## config.mk

```make
export PLATFORM = sky130hd
export DESIGN_NAME = bfe_front
export DESIGN_NICKNAME = d
export VERILOG_FILES = /design/src/rtl/bfe_pkg.sv /design/src/rtl/bfe_front.sv
export SDC_FILE = /design/constraint.sdc
export NUM_CORES = 1
export LEC_CHECK = 0
export ABC_CLOCK_PERIOD_IN_PS = 3850
export BUFFER_PORTS_ARGS = -buffer_cell sky130_fd_sc_hd__clkbuf_2
export CAP_MARGIN = 15
export CORE_UTILIZATION = 55
export CTS_CLUSTER_DIAMETER = 120
export CTS_CLUSTER_SIZE = 8
export DETAILED_ROUTE_END_ITERATION = 8
export PLACE_DENSITY = 0.81
export REMOVE_ABC_BUFFERS = 1
export SYNTH_ARGS = -nofsm -noshare
export SYNTH_HDL_FRONTEND = slang
export SYNTH_SLANG_ARGS = --single-unit
```

## constraint.sdc

```tcl
create_clock -name clk -period 3.85 [get_ports clk]
set_input_delay 0.1925 -clock clk [delete_from_list [all_inputs] [get_ports clk]]
set_output_delay 0.1925 -clock clk [all_outputs]
set_load 0.01 [all_outputs]
```

## src/rtl/bfe_pkg.sv

```systemverilog
// ---------------------------------------------------------------------------
// bfe_pkg
// Types and constants shared by the front end, back end and top level.
// ---------------------------------------------------------------------------
package bfe_pkg;

  // Width of a program address.
  localparam int unsigned PROG_ADDR_BITS = 12;

  // Command characters.
  localparam logic [7:0] CH_RIGHT = 8'h3E;
  localparam logic [7:0] CH_LEFT  = 8'h3C;
  localparam logic [7:0] CH_INC   = 8'h2B;
  localparam logic [7:0] CH_DEC   = 8'h2D;
  localparam logic [7:0] CH_OUT   = 8'h2E;
  localparam logic [7:0] CH_IN    = 8'h2C;
  localparam logic [7:0] CH_OPEN  = 8'h5B;
  localparam logic [7:0] CH_CLOSE = 8'h5D;

  // Status codes of a result word.
  localparam logic [1:0] STAT_OK        = 2'd0;
  localparam logic [1:0] STAT_UNMATCHED = 2'd1;
  localparam logic [1:0] STAT_OVERFLOW  = 2'd2;
  localparam logic [1:0] STAT_HALTED    = 2'd3;

  // Decoded command class.
  typedef enum logic [3:0] {
    OP_NONE,
    OP_RIGHT,
    OP_LEFT,
    OP_INC,
    OP_DEC,
    OP_OUT,
    OP_IN,
    OP_OPEN,
    OP_CLOSE
  } bfe_op_t;

  // Input word.
  typedef struct packed {
    logic [7:0]                instr_char;
    logic [PROG_ADDR_BITS-1:0] instr_addr;
    logic [7:0]                in_byte;
  } bfe_in_t;

  // Result word.
  typedef struct packed {
    logic                      out_valid;
    logic [7:0]                out_byte;
    logic                      jump;
    logic [PROG_ADDR_BITS-1:0] jump_addr;
    logic                      skipping;
    logic [1:0]                status;
  } bfe_out_t;

  // Classified command held in the queue between front and back end.
  typedef struct packed {
    bfe_op_t                   op;
    logic [PROG_ADDR_BITS-1:0] addr;
    logic [7:0]                data;
  } bfe_cmd_t;

  // Control returned from the back end to the front end.
  typedef struct packed {
    logic take;
    logic clearing;
  } bfe_bk_status_t;

endpackage

```

## src/rtl/bfe_front.sv

```systemverilog
// ---------------------------------------------------------------------------
// bfe_front
// Accepts input words, classifies the program character and holds the
// classified commands in a two-entry queue for the back end.
// ---------------------------------------------------------------------------
module bfe_front (
  input  logic                    clk,
  input  logic                    rst_n,
  input  logic                    in_valid,
  output logic                    in_ready,
  input  bfe_pkg::bfe_in_t        in_data,
  output logic                    cmd_valid,
  output bfe_pkg::bfe_cmd_t       cmd,
  input  bfe_pkg::bfe_bk_status_t bk
);
  import bfe_pkg::*;

  localparam logic [1:0] QFULL = 2'd2;

  bfe_cmd_t   q_mem [2];
  logic       wr_ptr_r;
  logic       wr_ptr_nxt;
  logic       rd_ptr_r;
  logic       rd_ptr_nxt;
  logic [1:0] cnt_r;
  logic [1:0] cnt_nxt;
  logic       push;
  logic       pop;
  bfe_op_t    op;

  // Classify the program character.
  always_comb begin
    case (in_data.instr_char)
      CH_RIGHT: op = OP_RIGHT;
      CH_LEFT:  op = OP_LEFT;
      CH_INC:   op = OP_INC;
      CH_DEC:   op = OP_DEC;
      CH_OUT:   op = OP_OUT;
      CH_IN:    op = OP_IN;
      CH_OPEN:  op = OP_OPEN;
      CH_CLOSE: op = OP_CLOSE;
      default:  op = OP_NONE;
    endcase
  end

  // Queue handshakes; no word is taken while the tape is being cleared.
  assign in_ready  = (cnt_r != QFULL) && !bk.clearing;
  assign push      = in_valid && in_ready;
  assign cmd_valid = (cnt_r != 2'd0);
  assign pop       = cmd_valid && bk.take;
  assign cmd       = q_mem[rd_ptr_r];

  // Pointer and fill level updates.
  always_comb begin
    wr_ptr_nxt = push ? ~wr_ptr_r : wr_ptr_r;
    rd_ptr_nxt = pop ? ~rd_ptr_r : rd_ptr_r;
    cnt_nxt    = cnt_r;
    if (push && !pop) begin
      cnt_nxt = cnt_r + 2'd1;
    end else if (pop && !push) begin
      cnt_nxt = cnt_r - 2'd1;
    end
  end

  always_ff @(posedge clk) begin
    if (!rst_n) begin
      wr_ptr_r <= 1'b0;
      rd_ptr_r <= 1'b0;
      cnt_r    <= 2'd0;
    end else begin
      wr_ptr_r <= wr_ptr_nxt;
      rd_ptr_r <= rd_ptr_nxt;
      cnt_r    <= cnt_nxt;
    end
  end

  // Queue storage.
  always_ff @(posedge clk) begin
    if (push) begin
      q_mem[wr_ptr_r] <= '{op: op, addr: in_data.instr_addr, data: in_data.in_byte};
    end
  end

endmodule

```

==> reports/qor.yml <==
antenna_left: 0
ys_ff_latch: 53
tightestPinTransition_ns: 1.07
start_util_pct: 59.9
cts_buffer_depth: 2
vias: 1170
fillers: 240
ys_top_cells_by_count: "48 x edfxtp_1, 24 x mux2_2, 5 x dfxtp_1"
max_clock_freq_ghz: 0.476
track_usage_pct: 18.1
wl_per_cell_um: 14.5
clk_root_buffer_cell: "clkbuf_8"
p_per_area_mw_per_mm2: 577
finalSetupViolCount: 0
critPathArrivalTime_ns: 2.02
place_congestion: 0.701
drc: 0
grt_start_max_net_pins: 25
antennaDiodeCount: 0
hold_class: "input pin to flop"
antenna_found_initial: 0
numPortBuffers: 58
maxSlewHeadroom_pct: 28.3
nets: 213
htreeDepth: 2
synth_flop_cell: "edfxtp_1"
syn_area_per_cell_um2: 17.9
status: "completed"
ys_warn_count: 0
finClkSkew_ns: 0.00244
postPlaceCellArea_mm2: 0.00241
maxSlewViolCount: 0
required_ns: 3.77
ys_async_sr_fraction_pct: 0
die_h_um: 63.5
placementRows: 21
cts_num_sinks: 53
final_area_mm2: 0.00253
synth_area_mm2: 0.00208
cts-resized-gates: 0
cts-buffers-inserted: 5
clock_latency_ns: 0.30
critPathMaxFanout: 24
netlist_instances: 116
grt_first_pass_wirelength_um: 5290
hpwl_um: 2220
routed_wl_um: 3270
netlist-cell-type-count: 27
synth_edf_count: 48
synth_area_leaders: "edfxtp_1 69%, mux2_2 13%, dfxtp_1 4.8%, and2_1 1.2%, nor3b_1 1.1%"
fin_cells: 226
grt.overflow.total: 0
path_clk_slew_ns: 0.08
drive_above_1_share_pct: 51.7
dieArea_mm2: 0.00403
fin_setup_tns_ns: 0
area_growth_pct: 22.0
cts_tree: "yes"
hold_buffers: 0
synth_seq_area_share_pct: 74.2
coreArea_mm2: 0.00347
ir_worst_vdd_mv: 0.349
drt_first_pass_iters: 4
cts_setup_buffers: 0
leakage_nw: 0.959
cap_viol_max_count: 0
vias_per_cell: 5.18
period_share_pct: 54.5
endpoint_kind: "flop"
rsz0062_at_grt: "no"
drt_iter0_markers: 29
cp-start-kind: "flop"
die_width_um: 63.5
crit_type: "flop to flop"
finalHoldViolations: 0
synth_top_cell_area_share_pct: 69.4
place_inst: 217
first_global_vias: 1213
yosys.area.top_type: "edfxtp_1"
pin_count: 59
synth.most_common_cell: "edfxtp_1"
period_minus_slack_ns: 2.10
==> worst max-delay path, cell delays in order (launching register included) <==
cell	delay, ns
dfxtp_1	0.42
nor2b_1	0.10
nor3b_2	0.30
and2_1	0.90
==> layer usage <==
metal  routed length [um]  track usage [%]
met2                 1730             33.9
met1                 1320             18.3
met3                  163             5.25
met5                    0                0
met4                   52             7.67
==> power by group <==
| part | switching [mW] | internal [mW] |
|---|---|---|
| registers | 0.0593 | 0.691 |
| logic | 0.160 | 0.196 |
| clock network | 0.164 | 0.192 |
==> flip-flops by register name (all words and copies together) (netlist names), named ones only <==
signal	cells
wr_ptr_r	1
q_mem	48
rd_ptr_r	1
cnt_r	2
==> final timing paths <==
path                            cells after the start   startpoint  slack [ns]      endpoint
worst min-delay path                                1  in_data[14]        0.08  q_mem[1][14]
worst min register to register                      2     wr_ptr_r        0.54      wr_ptr_r
worst max register to register                      3     cnt_r[0]        1.75   q_mem[1][0]
worst max-delay path                                3     cnt_r[0]        1.75   q_mem[1][0]
==> logic make-up after synthesis <==
| logic type | synth area share (%) |
|---|---|
| buf+inv | 0.722 |
| xor+xnor | 1.26 |
| mux | 13.5 |
| flops | 74.2 |
| fa+ha+maj | 0.602 |
| simple gates | 7.40 |
| compound gates | 2.35 |
==> cell usage in the layout, fill, tap and decap left out, types with 2 or more instances in the layout <==
cell type | Yosys | final
clkbuf_2 | 0 | 58
edfxtp_1 | 48 | 48
mux2_2 | 24 | 24
dfxtp_1 | 5 | 5
clkbuf_8 | 0 | 5
and2_1 | 4 | 4
nor3b_1 | 3 | 3
nand2_1 | 3 | 3
nand2b_1 | 3 | 3
o21ai_0 | 3 | 3
xnor2_1 | 2 | 2
==> cell type report <==
class / instances / area, um2 / share of cell area [%]
repair buffers: 59 / 305 / 12.0
flip-flops and latches: 53 / 1540 / 60.8
well taps: 46 / 57.6 / 2.27
clock inverters: 2 / 33.8 / 1.33
multi-input cells: 60 / 524 / 20.7
clock buffers: 6 / 72.6 / 2.86
==> per-stage QoR <==
step | utilization, % | total power, mW | worst slack (ns) | hold WS, ns
4_1_cts | 72.7 | 1.47 | 1.64 | 0.0707
3_5_place_dp | 69.6 | 1.12 | 1.65 | 0.385
6_report | 73.1 | 1.46 | 1.75 | 0.0799
2_1_floorplan | - | 0.976 | 1.57 | 0.291
3_3_place_gp | 69.6 | 1.10 | 1.73 | 0.383
5_1_grt | 73.1 | 1.53 | 1.61 | 0.0671
Note: power is estimated with default switching activity, not from simulation.
